### src/hdl/look_at_view_matrix_defines.svh
// ----------------------------------------------------------------------------
// Look-at view matrix: assertion macros
// Concurrent checks for simulation; they expand to nothing in synthesis.
// ----------------------------------------------------------------------------
`ifndef LOOK_AT_VIEW_MATRIX_DEFINES_SVH
`define LOOK_AT_VIEW_MATRIX_DEFINES_SVH
`ifndef SYNTHESIS
// antecedent implies consequent in the same cycle
`define LAVM_ASSERT(label, clk, rst, ante, cons) \
   label: assert property (@(posedge clk) disable iff (rst) (ante) |-> (cons)) \
      else $error("lavm: check failed");
// antecedent implies consequent in the next cycle
`define LAVM_ASSERT_NEXT(label, clk, rst, ante, cons) \
   label: assert property (@(posedge clk) disable iff (rst) (ante) |=> (cons)) \
      else $error("lavm: check failed");
`else
`define LAVM_ASSERT(label, clk, rst, ante, cons)
`define LAVM_ASSERT_NEXT(label, clk, rst, ante, cons)
`endif
`endif

### src/hdl/lavm_pkg.sv
`timescale 1ns / 1ps
// ----------------------------------------------------------------------------
// lavm_pkg
// Types, constants and index tables shared by the look-at view matrix block.
// ----------------------------------------------------------------------------
package lavm_pkg;

   localparam int FRAC_BITS_DEF = 16;
   localparam int COORD_W       = 32;
   localparam int DIFF_W        = 33;
   localparam int WIDE_W        = 64;
   localparam int ROOT_STEPS    = 32;
   localparam int QUEUE_DEPTH   = 2;

   typedef struct packed {
      logic [2:0][COORD_W-1:0] eye;
      logic [2:0][DIFF_W-1:0]  diff;
      logic [2:0][COORD_W-1:0] up;
   } item_type;

   typedef struct packed {
      logic done;
      logic degen;
   } norm_stat_type;

   typedef struct packed {
      logic       valid;
      logic       first;
      logic       neg;
      logic       last;
      logic [1:0] dst;
   } mac_tag_type;

   typedef enum logic [2:0] {
      N_IDLE,
      N_ALIGN,
      N_SQUARE,
      N_ROOT,
      N_DIVIDE,
      N_DONE
   } norm_state_type;

   typedef enum logic [2:0] {
      B_IDLE,
      B_NORM_Z,
      B_CROSS_C,
      B_NORM_X,
      B_CROSS_Y,
      B_DOT,
      B_EMIT
   } back_state_type;

   // cross product a x b: products (a1 b2, a2 b1, a2 b0, a0 b2, a0 b1, a1 b0)
   function automatic logic [1:0] cross_a(input logic [3:0] k);
      logic [1:0] r;
      case (k)
         4'd0:    r = 2'd1;
         4'd1:    r = 2'd2;
         4'd2:    r = 2'd2;
         4'd3:    r = 2'd0;
         4'd4:    r = 2'd0;
         4'd5:    r = 2'd1;
         default: r = 2'd0;
      endcase
      return r;
   endfunction

   function automatic logic [1:0] cross_b(input logic [3:0] k);
      logic [1:0] r;
      case (k)
         4'd0:    r = 2'd2;
         4'd1:    r = 2'd1;
         4'd2:    r = 2'd0;
         4'd3:    r = 2'd2;
         4'd4:    r = 2'd1;
         4'd5:    r = 2'd0;
         default: r = 2'd0;
      endcase
      return r;
   endfunction

   // dot products: k walks row (axis) major, column (coordinate) minor
   function automatic logic [1:0] dot_row(input logic [3:0] k);
      logic [1:0] r;
      case (k)
         4'd0, 4'd1, 4'd2: r = 2'd0;
         4'd3, 4'd4, 4'd5: r = 2'd1;
         4'd6, 4'd7, 4'd8: r = 2'd2;
         default:          r = 2'd0;
      endcase
      return r;
   endfunction

   function automatic logic [1:0] dot_col(input logic [3:0] k);
      logic [1:0] r;
      case (k)
         4'd0, 4'd3, 4'd6: r = 2'd0;
         4'd1, 4'd4, 4'd7: r = 2'd1;
         4'd2, 4'd5, 4'd8: r = 2'd2;
         default:          r = 2'd0;
      endcase
      return r;
   endfunction

endpackage

### src/hdl/lavm_front.sv
`timescale 1ns / 1ps
// ----------------------------------------------------------------------------
// lavm_front
// Accepts request transfers, forms eye minus target, and queues the items.
// ----------------------------------------------------------------------------
`include "look_at_view_matrix_defines.svh"
module lavm_front (
   input  logic                     clock,
   input  logic                     reset,
   input  logic                     start,
   output logic                     busy,
   input  logic signed [31:0]       req_eye_x,
   input  logic signed [31:0]       req_eye_y,
   input  logic signed [31:0]       req_eye_z,
   input  logic signed [31:0]       req_target_x,
   input  logic signed [31:0]       req_target_y,
   input  logic signed [31:0]       req_target_z,
   input  logic signed [31:0]       req_up_x,
   input  logic signed [31:0]       req_up_y,
   input  logic signed [31:0]       req_up_z,
   output logic                     item_valid,
   output lavm_pkg::item_type       item,
   input  logic                     item_pop
);

   localparam int PTR_W = $clog2(lavm_pkg::QUEUE_DEPTH);
   localparam int CNT_W = $clog2(lavm_pkg::QUEUE_DEPTH + 1);

   lavm_pkg::item_type entry_ff [lavm_pkg::QUEUE_DEPTH];
   lavm_pkg::item_type entry_in;
   logic [PTR_W-1:0]   wr_ptr_ff, rd_ptr_ff;
   logic [CNT_W-1:0]   count_ff, count_in;
   logic               push;

   assign busy       = (count_ff == CNT_W'(lavm_pkg::QUEUE_DEPTH));
   assign push       = start && !busy;
   assign item_valid = (count_ff != '0);
   assign item       = entry_ff[rd_ptr_ff];

   always_comb begin
      entry_in.eye  = {req_eye_z, req_eye_y, req_eye_x};
      entry_in.up   = {req_up_z, req_up_y, req_up_x};
      entry_in.diff[0] = 33'(req_eye_x) - 33'(req_target_x);
      entry_in.diff[1] = 33'(req_eye_y) - 33'(req_target_y);
      entry_in.diff[2] = 33'(req_eye_z) - 33'(req_target_z);
      count_in = count_ff + CNT_W'(push) - CNT_W'(item_pop);
   end

   always_ff @(posedge clock) begin
      if (reset) begin
         wr_ptr_ff <= '0;
         rd_ptr_ff <= '0;
         count_ff  <= '0;
      end else begin
         count_ff <= count_in;
         if (push) begin
            wr_ptr_ff <= wr_ptr_ff + PTR_W'(1);
         end
         if (item_pop) begin
            rd_ptr_ff <= rd_ptr_ff + PTR_W'(1);
         end
      end
   end

   always_ff @(posedge clock) begin
      if (push) begin
         entry_ff[wr_ptr_ff] <= entry_in;
      end
   end

   `LAVM_ASSERT(front_pop_nonempty, clock, reset, item_pop, count_ff != '0)

endmodule

### config.mk
export PLATFORM = sky130hd
export DESIGN_NAME = lavm_front
export DESIGN_NICKNAME = d
export VERILOG_FILES = /design/src/hdl/lavm_pkg.sv /design/src/hdl/lavm_front.sv
export VERILOG_INCLUDE_DIRS = /design/src /design/src/hdl
export SDC_FILE = /design/constraint.sdc
export NUM_CORES = 1
export LEC_CHECK = 0
export CAP_MARGIN = 20
export CORE_MARGIN = 2
export CORE_UTILIZATION = 39
export DETAILED_ROUTE_END_ITERATION = 8
export DONT_BUFFER_PORTS = 1
export GPL_TIMING_DRIVEN = 1
export SYNTH_ARGS = -nofsm -noshare
export SYNTH_HDL_FRONTEND = slang
export SYNTH_SLANG_ARGS = --single-unit
### constraint.sdc
create_clock -name clock -period 22 [get_ports clock]
set_input_delay 4.4 -clock clock [delete_from_list [all_inputs] [get_ports clock]]
set_output_delay 4.4 -clock clock [all_outputs]
set_load 0.02 [all_outputs]
==> impl_metrics.py <==
metrics = {
    "layout": {
        "antenna_cells": 0,
        "fin_nets": 2161,
        "mostFrequentLayoutCells": "edfxtp_1, mux2_2, inv_1, ha_1, a21oi_1",
        "final_common_cell": "edfxtp_1",
        "fin_util_pct": 44.0,
        "final-seq-area_mm2": 0.0176,
        "multi_input_comb_area_mm2": 0.00823,
        "nFillCells": 5891,
        "layout-drive-gt1-share_pct": 22.4,
        "syn_to_final_growth_pct": 11.7,
    },
    "flow_run": {
        "drv_cap": 0,
    },
    "global_routing": {
        "grt_overflow_total": 0,
        "grt_pass1_wl_mm": 93.8,
        "grt_pass1_vias": 14727,
        "track_usage_pct": 17.6,
        "grt_antenna_before_repair": 1,
        "grt_start_max_net_pins": 152,
    },
    "placement": {
        "dpl.hpwl_mm": 45.8,
        "place_congestion": 0.920,
        "io_buffer_count": 0,
    },
    "clocking": {
        "hold_buffers": 0,
        "cts_tree": "done",
        "cts_setup_buffers": 0,
        "clock-root-buffer": "clkbuf_16",
        "postCtsResizedCells": 0,
        "clkSinkCount": 587,
        "clkTransAtPathRegs_ns": 0.06,
        "clkLatencyLatePin_ns": 0.59,
        "htree_levels": 3,
        "cts_buffer_depth": 3,
        "cts-buffers-inserted": 66,
    },
    "critical_path": {
        "critical_path_class": "reg -> out",
        "path_max_fanout": 64,
        "cp.arrival_ns": 3.42,
        "cp_cell_sequence": "buf_4 -> buf_4 -> mux2_2",
        "end_kind": "output pin",
        "cpPeakStageDelay_ns": 0.77,
        "worstPathRequired_ns": 17.60,
        "path_common_cell": "buf_4",
        "slowest_stage": "buf_4",
        "path_buf_inv": 2,
        "crit_family": "buffers and inverters",
        "cp-start-kind": "flip-flop",
    },
    "yosys": {
        "yosys_register_bits": 587,
        "synth.avg_cell_area_um2": 15.2,
        "seq_area_frac_synth_pct": 66.4,
        "synth_compound_area_share_pct": 6.81,
        "synth_top_family_by_area": "multiplexers",
        "synthesis.area_mm2": 0.0265,
        "ys.flop_type": "edfxtp_1",
        "synth-xor-area-share_pct": 2.94,
        "synthMuxAreaShare_pct": 12.4,
        "async_reset_ff_share_pct": 0,
        "synth_fp_nets": 2135,
        "ys_warn_count": 0,
        "synth_fa_ha_area_share_pct": 4.86,
        "syn_inst": 1742,
        "ys_types": 65,
        "yosys.area_share.simple_pct": 4.01,
        "synth-edff-count": 582,
    },
    "timing": {
        "fin_crit_sh_pct": 35.5,
        "worst_pin_slew_ns": 1.00,
        "rsz0062_at_grt": "no",
        "finalCriticalPeriod_ns": 7.82,
        "final_hold_viol_count": 0,
        "max_freq_ghz": 0.128,
        "relSlewSlack_pct": 33.0,
        "drv_slew": 0,
        "finClkSkew_ns": 0.0160,
        "finalSetupViolCount": 0,
        "tns_ns": 0,
    },
    "routing": {
        "ant_nets": 0,
        "vias": 14579,
        "drt_wl_total_mm": 63.9,
        "drtPass1Iterations": 5,
        "drtIter0Drc": 1188,
        "routedWlPerCell_um": 23.7,
        "drc_errors": 0,
        "vias_per_cell": 5.42,
    },
    "die": {
        "num_io_pins": 585,
        "die-area_mm2": 0.0700,
        "start_util_pct": 39.4,
        "rows": 95,
        "die_h_um": 265,
        "core_mm2": 0.0672,
        "die_w_um": 265,
    },
    "power_and_ir_drop": {
        "p_per_area_mw_per_mm2": 108,
        "p_leak_nw": 10.6,
        "vdd_drop_max_v": 0.0000657,
    },
    "hold_path": {
        "hold_class": "reg -> reg",
    },
    "status": {
        "status": "completed",
    },
}
[worst paths after layout]
path	start	end	slack [ns]	cells after the start
max	flip-flop	item[102]	14.18	3
max reg2reg	count_ff[0]$_SDFF_PP0_	entry_ff[1][104]$_DFFE_PP_	18.64	4
min	rd_ptr_ff$_SDFFE_PP0P_	rd_ptr_ff$_SDFFE_PP0P_	0.51	2
min reg2reg	rd_ptr_ff$_SDFFE_PP0P_	rd_ptr_ff$_SDFFE_PP0P_	0.51	2
[worst reg2reg max path, cell delays in order, from the launching register on]
cell      delay (ns)
dfxtp_1         0.34
nand2b_1        0.15
and3_4          0.68
buf_4           0.82
buf_4           0.88
[cells by family after synthesis]
group / count (synthesis)
multiplexers: 292
AO/OA/AOI/OAI: 277
flip-flops: 587
adder cells (fa/ha/maj): 101
AND/OR/NAND/NOR: 216
buffers and inverters: 180
XOR/XNOR: 89
[sequential cells by signal (all words and copies together), names as in the netlist, named ones only]
signal and flops:
rd_ptr_ff 1, entry_ff 582, count_ff 2, wr_ptr_ff 1
[layer usage]
layer / GRT usage (%) / share of wire [%] / up-vias
met5: 0 / 0 / -
met4: 5.22 / 2.2 / 0
met3: 6.08 / 9.6 / 97
met2: 29.9 / 49 / 615
met1: 21.1 / 39 / 7211
li1: - / - / 6656
[synth_stat cells, types with 3 or more instances]
cell type	count	area share, %
a21oi_1	81	1.5
o2111ai_1	4	0.13
a21o_1	44	1.2
and2_1	7	0.17
o211ai_1	8	0.23
nand4_1	15	0.35
and3_1	12	0.28
o221ai_1	3	0.099
mux2_2	291	12
o41ai_1	3	0.099
o211a_1	4	0.15
nand3_1	20	0.38
a41oi_1	3	0.099
o21a_1	14	0.40
nor3_1	11	0.21
o21bai_1	9	0.26
o21ai_0	25	0.47
nand2b_1	12	0.28
nor3b_1	3	0.085
a31oi_1	17	0.40
nor2b_1	14	0.33
o21ai_1	25	0.47
inv_1	124	1.8
clkbuf_1	52	0.74
xnor2_1	51	1.7
a21boi_1	3	0.085
and4_1	4	0.13
nand2_1	63	0.89
xor2_1	38	1.3
a211oi_1	5	0.14
dfxtp_1	5	0.38
nor2_1	46	0.65
fa_1	3	0.23
a211o_1	4	0.13
edfxtp_1	582	66
ha_1	98	4.6
[report_power, final]
part	total, mW	internal [mW]	switching, mW
clock network	1.04	0.596	0.448
registers	1.52	1.47	0.0474
logic	0.641	0.186	0.455
total	3.20	2.25	0.951
[per-stage QoR]
step                cell area, µm²  power (mW)  hold WS [ns]  std cells  setup WS, ns
floorplan                    26500        2.10         0.480       1742          4.51
global placement             27500        2.18         0.495       2572         14.67
detailed placement           27500        2.19         0.499       2572         14.68
CTS                          29500        3.24         0.519       2690         14.08
global route                 29600        3.33         0.550       2691         13.95
finish                       29600        3.20         0.515       2691         14.18
[layout make-up]
class / count / share of cell area, %
clock buffers: 78 / 5.74
repair buffers: 12 / 0.415
inverters: 126 / 1.60
well taps: 873 / 3.70
flip-flops and latches: 587 / 59.5
multi-input cells: 975 / 27.8
clock inverters: 40 / 1.22
Power figures use the tool's default switching activity.
