**src/hdl/look_at_view_matrix_defines.svh**
```systemverilog
// ----------------------------------------------------------------------------
// Look-at view matrix: assertion macros
// Concurrent checks for simulation; they expand to nothing in synthesis.
// ----------------------------------------------------------------------------
`ifndef LOOK_AT_VIEW_MATRIX_DEFINES_SVH
`define LOOK_AT_VIEW_MATRIX_DEFINES_SVH
`ifndef SYNTHESIS
// antecedent implies consequent in the same cycle
`define LAVM_ASSERT(label, clk, rst, ante, cons) \
   label: assert property (@(posedge clk) disable iff (rst) (ante) |-> (cons)) \
      else $error("lavm: check failed");
// antecedent implies consequent in the next cycle
`define LAVM_ASSERT_NEXT(label, clk, rst, ante, cons) \
   label: assert property (@(posedge clk) disable iff (rst) (ante) |=> (cons)) \
      else $error("lavm: check failed");
`else
`define LAVM_ASSERT(label, clk, rst, ante, cons)
`define LAVM_ASSERT_NEXT(label, clk, rst, ante, cons)
`endif
`endif

```
**src/hdl/lavm_pkg.sv**
```systemverilog
`timescale 1ns / 1ps
// ----------------------------------------------------------------------------
// lavm_pkg
// Types, constants and index tables shared by the look-at view matrix block.
// ----------------------------------------------------------------------------
package lavm_pkg;

   localparam int FRAC_BITS_DEF = 16;
   localparam int COORD_W       = 32;
   localparam int DIFF_W        = 33;
   localparam int WIDE_W        = 64;
   localparam int ROOT_STEPS    = 32;
   localparam int QUEUE_DEPTH   = 2;

   typedef struct packed {
      logic [2:0][COORD_W-1:0] eye;
      logic [2:0][DIFF_W-1:0]  diff;
      logic [2:0][COORD_W-1:0] up;
   } item_type;

   typedef struct packed {
      logic done;
      logic degen;
   } norm_stat_type;

   typedef struct packed {
      logic       valid;
      logic       first;
      logic       neg;
      logic       last;
      logic [1:0] dst;
   } mac_tag_type;

   typedef enum logic [2:0] {
      N_IDLE,
      N_ALIGN,
      N_SQUARE,
      N_ROOT,
      N_DIVIDE,
      N_DONE
   } norm_state_type;

   typedef enum logic [2:0] {
      B_IDLE,
      B_NORM_Z,
      B_CROSS_C,
      B_NORM_X,
      B_CROSS_Y,
      B_DOT,
      B_EMIT
   } back_state_type;

   // cross product a x b: products (a1 b2, a2 b1, a2 b0, a0 b2, a0 b1, a1 b0)
   function automatic logic [1:0] cross_a(input logic [3:0] k);
      logic [1:0] r;
      case (k)
         4'd0:    r = 2'd1;
         4'd1:    r = 2'd2;
         4'd2:    r = 2'd2;
         4'd3:    r = 2'd0;
         4'd4:    r = 2'd0;
         4'd5:    r = 2'd1;
         default: r = 2'd0;
      endcase
      return r;
   endfunction

   function automatic logic [1:0] cross_b(input logic [3:0] k);
      logic [1:0] r;
      case (k)
         4'd0:    r = 2'd2;
         4'd1:    r = 2'd1;
         4'd2:    r = 2'd0;
         4'd3:    r = 2'd2;
         4'd4:    r = 2'd1;
         4'd5:    r = 2'd0;
         default: r = 2'd0;
      endcase
      return r;
   endfunction

   // dot products: k walks row (axis) major, column (coordinate) minor
   function automatic logic [1:0] dot_row(input logic [3:0] k);
      logic [1:0] r;
      case (k)
         4'd0, 4'd1, 4'd2: r = 2'd0;
         4'd3, 4'd4, 4'd5: r = 2'd1;
         4'd6, 4'd7, 4'd8: r = 2'd2;
         default:          r = 2'd0;
      endcase
      return r;
   endfunction

   function automatic logic [1:0] dot_col(input logic [3:0] k);
      logic [1:0] r;
      case (k)
         4'd0, 4'd3, 4'd6: r = 2'd0;
         4'd1, 4'd4, 4'd7: r = 2'd1;
         4'd2, 4'd5, 4'd8: r = 2'd2;
         default:          r = 2'd0;
      endcase
      return r;
   endfunction

endpackage

```
**src/hdl/lavm_norm.sv**
```systemverilog
`timescale 1ns / 1ps
// ----------------------------------------------------------------------------
// lavm_norm
// Iterative vector normalizer: align, sum of squares, square root, divide.
// ----------------------------------------------------------------------------
`include "look_at_view_matrix_defines.svh"
module lavm_norm #(
   parameter int FRAC_BITS = lavm_pkg::FRAC_BITS_DEF
) (
   input  logic                          clock,
   input  logic                          reset,
   input  logic                          start,
   input  logic signed [63:0]            vec [3],
   output lavm_pkg::norm_stat_type       stat,
   output logic signed [FRAC_BITS+2:0]   unit [3]
);

   localparam int COMP_W = FRAC_BITS + 3;
   localparam int NUM_W  = 32 + FRAC_BITS;
   localparam int CNT_W  = $clog2(FRAC_BITS + 2);

   lavm_pkg::norm_state_type state_ff, state_in;

   logic [63:0]          vm_ff [3];
   logic                 vs_ff [3];
   logic [1:0]           idx_ff;
   logic [61:0]          sq_prod_ff;
   logic [63:0]          sq_acc_ff;
   logic [63:0]          root_s_ff, root_r_ff, root_bit_ff;
   logic [4:0]           root_cnt_ff;
   logic [CNT_W-1:0]     step_ff;
   logic [31:0]          rem_ff;
   logic [FRAC_BITS:0]   nb_ff, q_ff;
   logic signed [COMP_W-1:0] unit_ff [3];
   logic                 degen_ff;

   logic [63:0]          or_v;
   logic                 big8, big1, small8, small1, is_zero;
   logic [30:0]          sel_mag;
   logic                 sel_sign;
   logic [63:0]          root_try;
   logic [NUM_W-1:0]     num;
   logic [32:0]          trial;
   logic                 ge;
   logic [FRAC_BITS:0]   q_next;
   logic                 last_step;

   always_comb begin
      or_v    = vm_ff[0] | vm_ff[1] | vm_ff[2];
      big8    = |or_v[63:39];
      big1    = |or_v[63:31];
      small8  = ~|or_v[63:22];
      small1  = ~|or_v[63:30];
      is_zero = (or_v == '0);
      case (idx_ff)
         2'd0:    begin sel_mag = vm_ff[0][30:0]; sel_sign = vs_ff[0]; end
         2'd1:    begin sel_mag = vm_ff[1][30:0]; sel_sign = vs_ff[1]; end
         2'd2:    begin sel_mag = vm_ff[2][30:0]; sel_sign = vs_ff[2]; end
         default: begin sel_mag = '0; sel_sign = 1'b0; end
      endcase
      root_try  = root_r_ff + root_bit_ff;
      num       = {1'b0, sel_mag, FRAC_BITS'(0)} + NUM_W'(root_r_ff[31:1]);
      trial     = {rem_ff, nb_ff[FRAC_BITS]};
      ge        = (trial >= {1'b0, root_r_ff[31:0]});
      q_next    = {q_ff[FRAC_BITS-1:0], ge};
      last_step = (step_ff == CNT_W'(FRAC_BITS + 1));
   end

   // next state
   always_comb begin
      state_in = state_ff;
      case (state_ff)
         lavm_pkg::N_IDLE:   if (start) state_in = lavm_pkg::N_ALIGN;
         lavm_pkg::N_ALIGN: begin
            if (is_zero) state_in = lavm_pkg::N_DONE;
            else if (!big1 && !small1) state_in = lavm_pkg::N_SQUARE;
         end
         lavm_pkg::N_SQUARE: if (idx_ff == 2'd3) state_in = lavm_pkg::N_ROOT;
         lavm_pkg::N_ROOT: begin
            if (root_cnt_ff == 5'(lavm_pkg::ROOT_STEPS - 1)) state_in = lavm_pkg::N_DIVIDE;
         end
         lavm_pkg::N_DIVIDE: begin
            if (last_step && idx_ff == 2'd2) state_in = lavm_pkg::N_DONE;
         end
         lavm_pkg::N_DONE:   state_in = lavm_pkg::N_IDLE;
         default:            state_in = lavm_pkg::N_IDLE;
      endcase
   end

   // outputs
   always_comb begin
      stat.done  = (state_ff == lavm_pkg::N_DONE);
      stat.degen = degen_ff;
   end

   assign unit = unit_ff;

   always_ff @(posedge clock) begin
      if (reset) begin
         state_ff <= lavm_pkg::N_IDLE;
      end else begin
         state_ff <= state_in;
      end
   end

   always_ff @(posedge clock) begin
      case (state_ff)
         lavm_pkg::N_IDLE: begin
            if (start) begin
               for (int i = 0; i < 3; i++) begin
                  vs_ff[i] <= vec[i][63];
                  vm_ff[i] <= vec[i][63] ? 64'(-vec[i]) : 64'(vec[i]);
               end
               degen_ff <= 1'b0;
            end
         end
         lavm_pkg::N_ALIGN: begin
            // move the leading one of the largest magnitude to bit 30
            for (int i = 0; i < 3; i++) begin
               if (big8) vm_ff[i] <= vm_ff[i] >> 8;
               else if (big1) vm_ff[i] <= vm_ff[i] >> 1;
               else if (small8) vm_ff[i] <= vm_ff[i] << 8;
               else if (small1) vm_ff[i] <= vm_ff[i] << 1;
            end
            if (is_zero) begin
               degen_ff <= 1'b1;
               for (int i = 0; i < 3; i++) unit_ff[i] <= '0;
            end
            idx_ff    <= 2'd0;
            sq_acc_ff <= '0;
         end
         lavm_pkg::N_SQUARE: begin
            sq_prod_ff <= sel_mag * sel_mag;
            if (idx_ff != 2'd0) sq_acc_ff <= sq_acc_ff + 64'(sq_prod_ff);
            idx_ff <= idx_ff + 2'd1;
            if (idx_ff == 2'd3) begin
               root_s_ff   <= sq_acc_ff + 64'(sq_prod_ff);
               root_r_ff   <= '0;
               root_bit_ff <= 64'd1 << 62;
               root_cnt_ff <= '0;
            end
         end
         lavm_pkg::N_ROOT: begin
            if (root_s_ff >= root_try) begin
               root_s_ff <= root_s_ff - root_try;
               root_r_ff <= (root_r_ff >> 1) + root_bit_ff;
            end else begin
               root_r_ff <= root_r_ff >> 1;
            end
            root_bit_ff <= root_bit_ff >> 2;
            root_cnt_ff <= root_cnt_ff + 5'd1;
            idx_ff      <= 2'd0;
            step_ff     <= '0;
         end
         lavm_pkg::N_DIVIDE: begin
            if (step_ff == '0) begin
               rem_ff  <= 32'(num[NUM_W-1:FRAC_BITS+1]);
               nb_ff   <= num[FRAC_BITS:0];
               q_ff    <= '0;
               step_ff <= step_ff + CNT_W'(1);
            end else begin
               rem_ff <= ge ? 32'(trial - {1'b0, root_r_ff[31:0]}) : trial[31:0];
               q_ff   <= q_next;
               nb_ff  <= nb_ff << 1;
               if (last_step) begin
                  unit_ff[idx_ff] <= sel_sign ? -COMP_W'(q_next) : COMP_W'(q_next);
                  idx_ff  <= idx_ff + 2'd1;
                  step_ff <= '0;
               end else begin
                  step_ff <= step_ff + CNT_W'(1);
               end
            end
         end
         default: begin
         end
      endcase
   end

   `LAVM_ASSERT_NEXT(norm_done_pulse, clock, reset, stat.done, !stat.done)

endmodule

```
**config.mk**
```make
export PLATFORM = sky130hd
export DESIGN_NAME = lavm_norm
export DESIGN_NICKNAME = d
export VERILOG_FILES = /design/src/hdl/lavm_pkg.sv /design/src/hdl/lavm_norm.sv
export VERILOG_INCLUDE_DIRS = /design/src /design/src/hdl
export SDC_FILE = /design/constraint.sdc
export NUM_CORES = 2
export LEC_CHECK = 0
export BUFFER_PORTS_ARGS = -buffer_cell sky130_fd_sc_hd__clkbuf_2
export CORE_ASPECT_RATIO = 1.4
export CORE_MARGIN = 2
export CORE_UTILIZATION = 45
export CTS_CLUSTER_SIZE = 24
export DETAILED_ROUTE_END_ITERATION = 12
export GPL_ROUTABILITY_DRIVEN = 0
export PLACE_DENSITY_LB_ADDON = 0.1
export SETUP_SLACK_MARGIN = 0.15
export SLEW_MARGIN = 15
export SYNTH_ARGS = -nofsm -noshare
export SYNTH_HDL_FRONTEND = slang
export SYNTH_SLANG_ARGS = --single-unit
export TNS_END_PERCENT = 5
```
**constraint.sdc**
```tcl
create_clock -name clock -period 28.3 [get_ports clock]
set_input_delay 8.49 -clock clock [delete_from_list [all_inputs] [get_ports clock]]
set_output_delay 8.49 -clock clock [all_outputs]
set_load 0.02 [all_outputs]
```
==> results.cfg <==
[global_routing]
overflow = 0
grt_pass1_wl_mm = 370
grt_start_max_net_pins = 99
grt_pass1_vias = 60600
groute.usage.overall_pct = 30.0
antenna_found_initial = 6

[setup_path]
worstSetupEndpointType = flop
critPathMaxFanout = 5
regToRegSetupSlack_ns = 16.54
required_ns = 28.73
crit_arrival_ns = 13.25
r2r_start = idx_ff[0]
critPathKind = primary input to flop
start_kind = primary input
worstReg2RegEnd = sq_prod_ff[61]
reg2regPathDepth = 35

[timing]
setup_viol = 0
relSlewSlack_pct = 4.57
fmax_mhz = 78.0
period_minus_slack_ns = 12.82
whs_ns = 0.517
slew_violations = 0
period_share_pct = 45.3
worst_pin_slew_ns = 1.42
skew_ns = 0.0640
finalSetupTns_ns = 0
rsz0062_at_grt = false
hold_viol = 0

[synth]
synthTopCellsByArea = edfxtp_1 (26%), fa_1 (21%), ha_1 (8.8%)
synth-compound-area-share_pct = 15.0
synthSimpleGateAreaFrac_pct = 14.2
synth.distinct_cells = 87
ys_ff_latch = 618
synth_xor_area_share_pct = 6.95
netlist_area_um2 = 72300
synth_nets = 9368
synth_top_family_by_area = adder cells
synth_ff_type = edfxtp_1
synth.yosys.seq_area_share_pct = 25.6
synth_area_leader_cell = edfxtp_1
synth_mux_area_share_pct = 1.11
syn_area_per_cell_um2 = 9.14
synth_adder_area_share_pct = 29.7
synth_top_area_share_pct = 25.5
synthArstFlopShare_pct = 0
netlist_instances = 7909
synth_edf_count = 615
yosys_warnings = 0

[cts]
clk_latency_ns = 0.71
cts_tree = done
ctsHoldBuffers = 0
cts_max_path_buffers = 3
cts_setup_buffers = 0
clock-sinks = 618
cts_max_level = 3
cts_resized = 0
cts_made_buffers = 74
clk_root_buffer_cell = clkbuf_16
clk_transition_reported_paths_ns = 0.06

[routing]
vias = 58900
drc_errors = 0
postRouteAntennaNets = 0
dr.first_iter.drc_count = 4146
dr.pass1.iters = 8
wl_per_cell_um = 24.4
wl_mm = 248
drt-vias-per-instance = 5.79

[floorplan]
die_w_um = 343
fp-row-count = 174
pin_count = 254
core-area_um2 = 160000
die_area_um2 = 164000
start_util_pct = 45.2
die_h_um = 478

[place]
dp.cells = 10000
io_buffers = 253
dp_hpwl_mm = 197

[worst_hold_path]
hold-path-endpoint = nb_ff[16]
min_from = nb_ff[15]
hold_depth = 2
hold_path.class = flop to flop

[final_layout]
syn2layout_area_growth_pct = 8.25
seq_area_um2 = 18500
multiInputGateArea_um2 = 48600
nets = 9454
fillers = 15300
final_util_pct = 48.9
final_cell_count_no_fill = 10200
layout-drive-gt1-share_pct = 7.15

[run_status]
status = completed

[run]
maxCapViolations = 0
## synthesized netlist by cell type, drive strengths merged (19+ instances only)
cell type	number
inv	1069
nand2	791
fa	753
nor2	737
edfxtp	615
ha	511
o21ai	454
a21oi	414
clkbuf	299
xnor2	287
xor2	287
a21o	174
a211oi	136
nand3	107
a31oi	82
o31ai	75
nand4	74
nor4	74
nor2b	71
and2	68
and3	66
mux2i	61
nor3	60
o211ai	60
nand2b	54
o21bai	53
or3	47
or4	45
buf	40
a22oi	37
o41ai	31
o21a	30
or2	24
a221oi	22
a222oi	19
## cell type report
| type | count | area share (%) |
|---|---|---|
| inverters | 1075 | 5.16 |
| flip-flops and latches | 618 | 23.7 |
| clock inverters | 46 | 0.761 |
| clock buffers | 89 | 2.44 |
| diodes | 4 | 0.0128 |
| well taps | 2112 | 3.38 |
| multi-input cells | 5877 | 62.0 |
| repair buffers | 349 | 2.54 |
## metrics by stage
stage | setup WS, ns | cell area [um2]
2_1_floorplan | 15.30 | 72300
3_3_place_gp | 14.79 | 75800
3_5_place_dp | 14.79 | 75800
4_1_cts | 15.55 | 78300
5_1_grt | 15.35 | 78300
6_report | 15.48 | 78300
## worst max path at each step
| stage | startpoint | to | slack [ns] |
|---|---|---|---|
| 6_report | vec[128] | vm_ff[0][52] | 15.48 |
| 5_1_grt | vec[129] | vm_ff[0][60] | 15.35 |
| 4_1_cts | vec[128] | vm_ff[0][52] | 15.55 |
| 3_5_place_dp | vec[128] | vm_ff[0][52] | 14.79 |
| 3_3_place_gp | vec[128] | vm_ff[0][60] | 14.79 |
| 2_1_floorplan | vec[128] | vm_ff[0][52] | 15.30 |
## critical path, cell delays in order
cell and delay (ns):
clkbuf_2 0.09, inv_1 0.08, ha_1 0.17, or3b_1 0.39
or4_2 0.74, or4_4 0.50, or4_4 0.46, or4_4 0.45
or2_4 0.26, or4_4 0.42, or3_4 0.36, or3_4 0.37
o41ai_4 0.22, xor2_1 0.18, o21ai_1 0.07
## registers in the layout, indices dropped and copies added, names as in the netlist
name	flops
root_cnt_ff	5
vs_ff	3
sq_prod_ff	61
step_ff	5
rem_ff	32
idx_ff	2
root_bit_ff	32
vm_ff	192
root_s_ff	64
unit	57
root_r_ff	64
q_ff	16
nb_ff	17
sq_acc_ff	64
state_ff	3
degen_ff	1
## placed cells by master (no fill, tap or decap), drive strengths merged, types with 66 or more instances in the layout
cell type  instances
and3              66
nand3            107
o31ai             75
xnor2            287
nand2            791
inv             1073
clkbuf           342
edfxtp           615
a21oi            414
and2              68
a211oi           136
nand4             74
o21ai            454
ha               511
nor4              74
a31oi             82
xor2             287
buf               96
nor2             737
fa               753
a21o             174
nor2b             71
## routing by layer
metal  wire, um  global-route usage, %  vias up
met5         39                      0        -
met4      19100                   19.3        6
met3      14200                   4.46      675
met2     126000                   53.4     2125
met1      88800                   33.1    28900
li1           -                      -    27200
## kinds of logic (layout without fill, tap and decap cells)
| group | count (synthesis) | count (layout) |
|---|---|---|
| simple gates | 2255 | 2255 |
| compound gates | 1706 | 1706 |
| buf+inv | 1414 | 1559 |
| fa+ha+maj | 1264 | 1264 |
| flops | 618 | 618 |
| xor+xnor | 574 | 574 |
| mux | 78 | 78 |
| other cells | 0 | 4 |
Power is not shown: default switching activity piles up to over one toggle a cycle in this logic, so the estimate is an artifact.
