$ cat src/hdl/look_at_view_matrix_defines.svh
// ----------------------------------------------------------------------------
// Look-at view matrix: assertion macros
// Concurrent checks for simulation; they expand to nothing in synthesis.
// ----------------------------------------------------------------------------
`ifndef LOOK_AT_VIEW_MATRIX_DEFINES_SVH
`define LOOK_AT_VIEW_MATRIX_DEFINES_SVH
`ifndef SYNTHESIS
// antecedent implies consequent in the same cycle
`define LAVM_ASSERT(label, clk, rst, ante, cons) \
   label: assert property (@(posedge clk) disable iff (rst) (ante) |-> (cons)) \
      else $error("lavm: check failed");
// antecedent implies consequent in the next cycle
`define LAVM_ASSERT_NEXT(label, clk, rst, ante, cons) \
   label: assert property (@(posedge clk) disable iff (rst) (ante) |=> (cons)) \
      else $error("lavm: check failed");
`else
`define LAVM_ASSERT(label, clk, rst, ante, cons)
`define LAVM_ASSERT_NEXT(label, clk, rst, ante, cons)
`endif
`endif

$ cat src/hdl/lavm_pkg.sv
`timescale 1ns / 1ps
// ----------------------------------------------------------------------------
// lavm_pkg
// Types, constants and index tables shared by the look-at view matrix block.
// ----------------------------------------------------------------------------
package lavm_pkg;

   localparam int FRAC_BITS_DEF = 16;
   localparam int COORD_W       = 32;
   localparam int DIFF_W        = 33;
   localparam int WIDE_W        = 64;
   localparam int ROOT_STEPS    = 32;
   localparam int QUEUE_DEPTH   = 2;

   typedef struct packed {
      logic [2:0][COORD_W-1:0] eye;
      logic [2:0][DIFF_W-1:0]  diff;
      logic [2:0][COORD_W-1:0] up;
   } item_type;

   typedef struct packed {
      logic done;
      logic degen;
   } norm_stat_type;

   typedef struct packed {
      logic       valid;
      logic       first;
      logic       neg;
      logic       last;
      logic [1:0] dst;
   } mac_tag_type;

   typedef enum logic [2:0] {
      N_IDLE,
      N_ALIGN,
      N_SQUARE,
      N_ROOT,
      N_DIVIDE,
      N_DONE
   } norm_state_type;

   typedef enum logic [2:0] {
      B_IDLE,
      B_NORM_Z,
      B_CROSS_C,
      B_NORM_X,
      B_CROSS_Y,
      B_DOT,
      B_EMIT
   } back_state_type;

   // cross product a x b: products (a1 b2, a2 b1, a2 b0, a0 b2, a0 b1, a1 b0)
   function automatic logic [1:0] cross_a(input logic [3:0] k);
      logic [1:0] r;
      case (k)
         4'd0:    r = 2'd1;
         4'd1:    r = 2'd2;
         4'd2:    r = 2'd2;
         4'd3:    r = 2'd0;
         4'd4:    r = 2'd0;
         4'd5:    r = 2'd1;
         default: r = 2'd0;
      endcase
      return r;
   endfunction

   function automatic logic [1:0] cross_b(input logic [3:0] k);
      logic [1:0] r;
      case (k)
         4'd0:    r = 2'd2;
         4'd1:    r = 2'd1;
         4'd2:    r = 2'd0;
         4'd3:    r = 2'd2;
         4'd4:    r = 2'd1;
         4'd5:    r = 2'd0;
         default: r = 2'd0;
      endcase
      return r;
   endfunction

   // dot products: k walks row (axis) major, column (coordinate) minor
   function automatic logic [1:0] dot_row(input logic [3:0] k);
      logic [1:0] r;
      case (k)
         4'd0, 4'd1, 4'd2: r = 2'd0;
         4'd3, 4'd4, 4'd5: r = 2'd1;
         4'd6, 4'd7, 4'd8: r = 2'd2;
         default:          r = 2'd0;
      endcase
      return r;
   endfunction

   function automatic logic [1:0] dot_col(input logic [3:0] k);
      logic [1:0] r;
      case (k)
         4'd0, 4'd3, 4'd6: r = 2'd0;
         4'd1, 4'd4, 4'd7: r = 2'd1;
         4'd2, 4'd5, 4'd8: r = 2'd2;
         default:          r = 2'd0;
      endcase
      return r;
   endfunction

endpackage

$ cat src/hdl/lavm_back.sv
`timescale 1ns / 1ps
// ----------------------------------------------------------------------------
// lavm_back
// Sequencer: axes, cross and dot products on a shared MAC, row output.
// ----------------------------------------------------------------------------
`include "look_at_view_matrix_defines.svh"
module lavm_back #(
   parameter int FRAC_BITS = lavm_pkg::FRAC_BITS_DEF
) (
   input  logic                          clock,
   input  logic                          reset,
   input  logic                          item_valid,
   input  lavm_pkg::item_type            item,
   output logic                          item_pop,
   output logic                          norm_start,
   output logic signed [63:0]            norm_vec [3],
   input  lavm_pkg::norm_stat_type       norm_stat,
   input  logic signed [FRAC_BITS+2:0]   norm_unit [3],
   output logic                          rsp_valid,
   output logic [1:0]                    rsp_row_index,
   output logic signed [31:0]            rsp_elem_a,
   output logic signed [31:0]            rsp_elem_b,
   output logic signed [31:0]            rsp_elem_c,
   output logic signed [31:0]            rsp_elem_d,
   output logic                          rsp_degenerate,
   output logic                          rsp_saturated,
   output logic                          rsp_last_row
);

   localparam int COMP_W = FRAC_BITS + 3;
   localparam int PROD_W = 32 + COMP_W;

   lavm_pkg::back_state_type state_ff, state_in;

   logic signed [31:0]       eye_ff [3];
   logic signed [31:0]       up_ff [3];
   logic signed [COMP_W-1:0] z_ff [3], x_ff [3], y_ff [3];
   logic signed [63:0]       c_ff [3];
   logic signed [31:0]       dot_ff [3];
   logic                     sat_ff, degen_ff;
   logic [3:0]               k_ff;
   logic [1:0]               row_ff;
   lavm_pkg::mac_tag_type    tag_ff, tag_in;
   logic signed [PROD_W-1:0] prod_ff;
   logic signed [63:0]       acc_ff;

   logic signed [31:0]       mul_a;
   logic signed [COMP_W-1:0] mul_b;
   logic signed [63:0]       prod_ext, sum, rnd;
   logic                     phase_end;
   logic [1:0]               col;

   logic                     rsp_valid_ff, rsp_last_ff, rsp_sat_ff, rsp_degen_ff;
   logic [1:0]               rsp_row_ff;
   logic signed [31:0]       rsp_a_ff, rsp_b_ff, rsp_c_ff, rsp_d_ff;

   // operand selection and tags for the shared multiplier
   always_comb begin
      mul_a  = '0;
      mul_b  = '0;
      tag_in = '0;
      col    = lavm_pkg::dot_col(k_ff);
      case (state_ff)
         lavm_pkg::B_CROSS_C, lavm_pkg::B_CROSS_Y: begin
            if (state_ff == lavm_pkg::B_CROSS_C) begin
               mul_a = up_ff[lavm_pkg::cross_a(k_ff)];
            end else begin
               mul_a = 32'(z_ff[lavm_pkg::cross_a(k_ff)]);
            end
            mul_b        = (state_ff == lavm_pkg::B_CROSS_C) ?
                           z_ff[lavm_pkg::cross_b(k_ff)] : x_ff[lavm_pkg::cross_b(k_ff)];
            tag_in.valid = (k_ff < 4'd6);
            tag_in.first = !k_ff[0];
            tag_in.neg   = k_ff[0];
            tag_in.last  = k_ff[0];
            tag_in.dst   = k_ff[2:1];
         end
         lavm_pkg::B_DOT: begin
            mul_a = eye_ff[col];
            case (lavm_pkg::dot_row(k_ff))
               2'd0:    mul_b = x_ff[col];
               2'd1:    mul_b = y_ff[col];
               default: mul_b = z_ff[col];
            endcase
            tag_in.valid = (k_ff < 4'd9);
            tag_in.first = (col == 2'd0);
            tag_in.neg   = 1'b1;
            tag_in.last  = (col == 2'd2);
            tag_in.dst   = lavm_pkg::dot_row(k_ff);
         end
         default: begin
         end
      endcase
      prod_ext = 64'(prod_ff);
      sum      = (tag_ff.first ? 64'sd0 : acc_ff) + (tag_ff.neg ? -prod_ext : prod_ext);
      rnd      = (sum + (64'sd1 <<< (FRAC_BITS - 1))) >>> FRAC_BITS;
      case (state_ff)
         lavm_pkg::B_CROSS_C, lavm_pkg::B_CROSS_Y: phase_end = (k_ff == 4'd7);
         lavm_pkg::B_DOT:                          phase_end = (k_ff == 4'd10);
         default:                                  phase_end = 1'b0;
      endcase
   end

   // next state
   always_comb begin
      state_in = state_ff;
      case (state_ff)
         lavm_pkg::B_IDLE:    if (item_valid) state_in = lavm_pkg::B_NORM_Z;
         lavm_pkg::B_NORM_Z:  if (norm_stat.done) state_in = lavm_pkg::B_CROSS_C;
         lavm_pkg::B_CROSS_C: if (phase_end) state_in = lavm_pkg::B_NORM_X;
         lavm_pkg::B_NORM_X:  if (norm_stat.done) state_in = lavm_pkg::B_CROSS_Y;
         lavm_pkg::B_CROSS_Y: if (phase_end) state_in = lavm_pkg::B_DOT;
         lavm_pkg::B_DOT:     if (phase_end) state_in = lavm_pkg::B_EMIT;
         lavm_pkg::B_EMIT:    if (row_ff == 2'd3) state_in = lavm_pkg::B_IDLE;
         default:             state_in = lavm_pkg::B_IDLE;
      endcase
   end

   // outputs
   always_comb begin
      item_pop   = (state_ff == lavm_pkg::B_IDLE) && item_valid;
      norm_start = item_pop || ((state_ff == lavm_pkg::B_CROSS_C) && phase_end);
      for (int i = 0; i < 3; i++) begin
         norm_vec[i] = (state_ff == lavm_pkg::B_IDLE) ?
                       64'(signed'(item.diff[i])) : c_ff[i];
      end
   end

   always_ff @(posedge clock) begin
      if (reset) begin
         state_ff     <= lavm_pkg::B_IDLE;
         tag_ff       <= '0;
         rsp_valid_ff <= 1'b0;
      end else begin
         state_ff     <= state_in;
         tag_ff       <= tag_in;
         rsp_valid_ff <= (state_ff == lavm_pkg::B_EMIT);
      end
   end

   always_ff @(posedge clock) begin
      if (item_pop) begin
         for (int i = 0; i < 3; i++) begin
            eye_ff[i] <= signed'(item.eye[i]);
            up_ff[i]  <= signed'(item.up[i]);
         end
         sat_ff <= 1'b0;
      end
      if (state_ff == lavm_pkg::B_NORM_Z && norm_stat.done) begin
         z_ff     <= norm_unit;
         degen_ff <= norm_stat.degen;
      end
      if (state_ff == lavm_pkg::B_NORM_X && norm_stat.done) begin
         x_ff     <= norm_unit;
         degen_ff <= degen_ff | norm_stat.degen;
      end

      // hold the step count at zero outside the product phases
      k_ff    <= (phase_end || !(state_ff == lavm_pkg::B_CROSS_C ||
                                 state_ff == lavm_pkg::B_CROSS_Y ||
                                 state_ff == lavm_pkg::B_DOT)) ? 4'd0 : k_ff + 4'd1;
      prod_ff <= PROD_W'(mul_a * mul_b);

      // accumulate stage trails the multiplier, working on its registered product and tag
      if (tag_ff.valid) begin
         acc_ff <= sum;
         if (tag_ff.last) begin
            case (state_ff)
               lavm_pkg::B_CROSS_C: c_ff[tag_ff.dst] <= sum;
               lavm_pkg::B_CROSS_Y: y_ff[tag_ff.dst] <= COMP_W'(rnd);
               lavm_pkg::B_DOT: begin
                  if (rnd > 64'sd2147483647) begin
                     dot_ff[tag_ff.dst] <= 32'sh7fffffff;
                     sat_ff <= 1'b1;
                  end else if (rnd < -64'sd2147483648) begin
                     dot_ff[tag_ff.dst] <= 32'sh80000000;
                     sat_ff <= 1'b1;
                  end else begin
                     dot_ff[tag_ff.dst] <= 32'(rnd);
                  end
               end
               default: begin
               end
            endcase
         end
      end

      row_ff <= (state_ff == lavm_pkg::B_EMIT) ? row_ff + 2'd1 : 2'd0;

      rsp_row_ff   <= row_ff;
      rsp_last_ff  <= (row_ff == 2'd3);
      rsp_degen_ff <= degen_ff;
      rsp_sat_ff   <= (row_ff == 2'd3) && sat_ff;
      if (row_ff == 2'd3) begin
         rsp_a_ff <= dot_ff[0];
         rsp_b_ff <= dot_ff[1];
         rsp_c_ff <= dot_ff[2];
         rsp_d_ff <= 32'sd1 <<< FRAC_BITS;
      end else begin
         rsp_a_ff <= 32'(x_ff[row_ff]);
         rsp_b_ff <= 32'(y_ff[row_ff]);
         rsp_c_ff <= 32'(z_ff[row_ff]);
         rsp_d_ff <= '0;
      end
   end

   assign rsp_valid      = rsp_valid_ff;
   assign rsp_row_index  = rsp_row_ff;
   assign rsp_elem_a     = rsp_a_ff;
   assign rsp_elem_b     = rsp_b_ff;
   assign rsp_elem_c     = rsp_c_ff;
   assign rsp_elem_d     = rsp_d_ff;
   assign rsp_degenerate = rsp_degen_ff;
   assign rsp_saturated  = rsp_sat_ff;
   assign rsp_last_row   = rsp_last_ff;

   `LAVM_ASSERT_NEXT(back_rows_run, clock, reset, rsp_valid_ff && !rsp_last_ff, rsp_valid_ff)
   `LAVM_ASSERT_NEXT(back_rows_end, clock, reset, rsp_valid_ff && rsp_last_ff, !rsp_valid_ff)
   `LAVM_ASSERT(back_last_is_row3, clock, reset, rsp_valid_ff, rsp_last_ff == (rsp_row_ff == 2'd3))

endmodule

$ cat config.mk
export PLATFORM = sky130hd
export DESIGN_NAME = lavm_back
export DESIGN_NICKNAME = d
export VERILOG_FILES = /design/src/hdl/lavm_pkg.sv /design/src/hdl/lavm_back.sv
export VERILOG_INCLUDE_DIRS = /design/src /design/src/hdl
export SDC_FILE = /design/constraint.sdc
export NUM_CORES = 2
export LEC_CHECK = 0
export BUFFER_PORTS_ARGS = -buffer_cell sky130_fd_sc_hd__buf_2
export CORE_MARGIN = 5
export CORE_UTILIZATION = 40
export DETAILED_ROUTE_END_ITERATION = 10
export PLACE_DENSITY = 0.65
export SYNTH_ARGS = -nofsm -noshare
export SYNTH_HDL_FRONTEND = slang
export SYNTH_SLANG_ARGS = --single-unit
$ cat constraint.sdc
create_clock -name clock -period 15.8 [get_ports clock]
set_input_delay 1.58 -clock clock [delete_from_list [all_inputs] [get_ports clock]]
set_output_delay 1.58 -clock clock [all_outputs]
set_load 0.01 [all_outputs]
==> results.cfg <==
[synthesis]
synth_fa_ha_area_share_pct = 23.0
ys_ff_latch = 889
synth_area_um2 = 63200
synth_edf_count = 716
async_flop_share_pct = 0
synth_top_family_by_area = adder cells
avgSynthCellArea_um2 = 10.5
yosys_warnings = 0
yosysUniqueCellTypes = 118
synthMuxAreaShare_pct = 4.22
synth_cells = 6039
synth-compound-area-share_pct = 10.7
synthXorXnorAreaFrac_pct = 2.46
ys.flop_type = edfxtp_1
yosysSeqAreaShare_pct = 39.5
synth-simple-area-share_pct = 13.9

[clock_network]
cts_max_path_buffers = 3
cts.root.buffer_cell = clkbuf_16
cts_resized = 0
clk_latency_ns = 0.74
cts_sinks = 889
cts_setup_buffers = 0
htree_levels = 3
clk_pin_slew_ns = 0.07
cts_buffers = 92
cts_tree = yes
postCtsHoldBufs = 0

[worst_setup_path]
cpPeakStageDelay_ns = 0.72
cp_data_required_time_ns = 16.35
rrSetupSlack_ns = 4.67
timing.critical_path.to_type = flip-flop
crit_path_start_kind = flip-flop
worst_path_most_repeated_cell = fa_1
cp_max_fo = 42
crit_slowest_cell = nor2_1
worstSetupPathType = reg2reg
worst_ep_arrival_time_ns = 11.68

[cells_and_area]
multi_input_area_um2 = 34700
final_common_cell = nand2_1
area_delta_synth_final_pct = 13.5
layout_common_cells = nand2_1 (1,025), edfxtp_1 (716), buf_2 (649), inv_1 (619), fa_1 (592)
nets = 7704
layout-drive-gt1-share_pct = 16.6
n_fill_cell = 14700
regArea_um2 = 25000

[detailed_routing]
drc = 0
ant_nets = 0
drtPass1Iterations = 6
drtIter0Drc = 4391
via_count = 47700
wire_per_inst_um = 23.8
routed_wl_mm = 206
viasPerCell = 5.49

[sta]
hold_violations = 0
clock.fmax_mhz = 89.8
tightest_slew_ns = 1.32
max_slew_margin_pct = 11.7
min_period_ns = 11.13
period_share_pct = 70.4
fin_tns_setup_ns = 0
skew_ns = 0.0850
grt_setup_unrepaired = false
maxSlewViolCount = 0
setup_viol_count_final = 0

[global_route]
grt_overflow_total = 0
grt_pass1_vias = 47700
grt_max_degree = 101
grt.total_usage_pct = 24.3
grt_pass1_wl_mm = 307
grt_antenna_before_repair = 24

[floorplan]
rows = 145
die_x_um = 407
die_h_um = 407
pin_count = 681
start_util_pct = 40.3
die_area_um2 = 166000
core_area_um2 = 157000

[placed_design]
io_buffer_count = 649
gp_congestion = 1.03
dpl.hpwl_mm = 159

[power_and_ir_drop]
peakVddDrop_uv = 92.1
powerDensity_nw_per_um2 = 90.4
leakage_nw = 30.7
fin_total_pwr_mw = 6.49

[flow_run]
maxCapViolations = 0

[status]
status = finished clean

[hold_path]
hold_class = reg2reg
through the flow:
step	hold WS, ns	utilization (%)	cells	setup WS [ns]	cell area [um^2]
after floorplan	0.349	-	6069	5.42	63300
after global placement	0.429	43.8	8509	5.16	68600
after detailed placement	0.431	43.8	8509	4.91	68600
after global routing	0.459	45.8	8680	3.83	71700
after CTS	0.448	45.8	8680	4.83	71700
final	0.443	45.8	8686	4.67	71700
logic make-up after synthesis:
kind of cell             count (synthesis)
AO/OA/AOI/OAI                         1005
adder cells (fa/ha/maj)                806
XOR/XNOR                               175
flip-flops                             889
multiplexers                           238
other                                    1
buffers and inverters                  989
AND/OR/NAND/NOR                       1936
per-layer routing:
layer / up-vias / track usage (%) / share of wire (%)
li1: 21300 / - / -
met5: - / 0 / 0.034
met2: 2365 / 38.6 / 45
met3: 383 / 5.57 / 9.5
met4: 14 / 8.65 / 4.2
met1: 23600 / 32.6 / 41
layout make-up:
type | count | area share (%)
well taps | 2058 | 3.59
clock inverters | 55 | 0.900
diodes | 6 | 0.0209
clock buffers | 116 | 3.41
inverters | 622 | 3.27
flip-flops and latches | 889 | 34.8
repair buffers | 749 | 5.58
multi-input cells | 4191 | 48.4
Yosys cell counts (all sizes together) (55+ instances only):
library cell  count  area share (%)
o211ai           67            0.96
and2             68            0.67
ha              214             4.2
mux2i           171             2.7
inv             621             3.7
a21o            215             2.6
nor2b           132             1.3
a21oi           223             1.8
dfxtp           173             5.5
fa              592              19
nand2          1027             6.1
nor2            347             2.1
xnor2           127             1.8
o21ai           194             1.6
buf              89            0.84
clkbuf          278             1.7
nand3            82            0.78
edfxtp          716              34
nor3             55            0.50
registers in the layout, summed over array words and instances, names as in the netlist, 2 cells and up, named ones only:
register	flops
tag_ff	6
rsp_elem_a	32
prod_ff	51
state_ff	3
acc_ff	64
c_ff	192
row_ff	2
k_ff	4
rsp_elem_b	32
eye_ff	96
dot_ff	96
col	2
up_ff	96
x_ff	57
z_ff	57
rsp_row_index	2
y_ff	57
rsp_elem_c	32
power by group:
part	switching, mW	internal (mW)
registers	0.0598	2.68
logic	1.07	0.487
clock network	0.959	1.23
total	2.09	4.40
final timing paths:
path                      start              to  cells after the start
setup / recovery        k_ff[0]     prod_ff[49]                     38
hold / removal    dot_ff[1][21]  rsp_elem_b[21]                      1
setup reg to reg        k_ff[0]     prod_ff[49]                     38
hold reg to reg   dot_ff[1][21]  rsp_elem_b[21]                      1
worst max-delay path, delay by kind of cell (launching register included):
family                     cells  cell delay [ns]
adders and majority gates      9             4.22
AOI/OAI and AO/OA             12             2.76
and+or+nand+nor                8             2.25
buffers and inverters          7             0.73
DFF                            1             0.52
muxes                          1             0.31
xor gates and xnor gates       1             0.15
No activity file was read; power rests on OpenSTA's default activity.
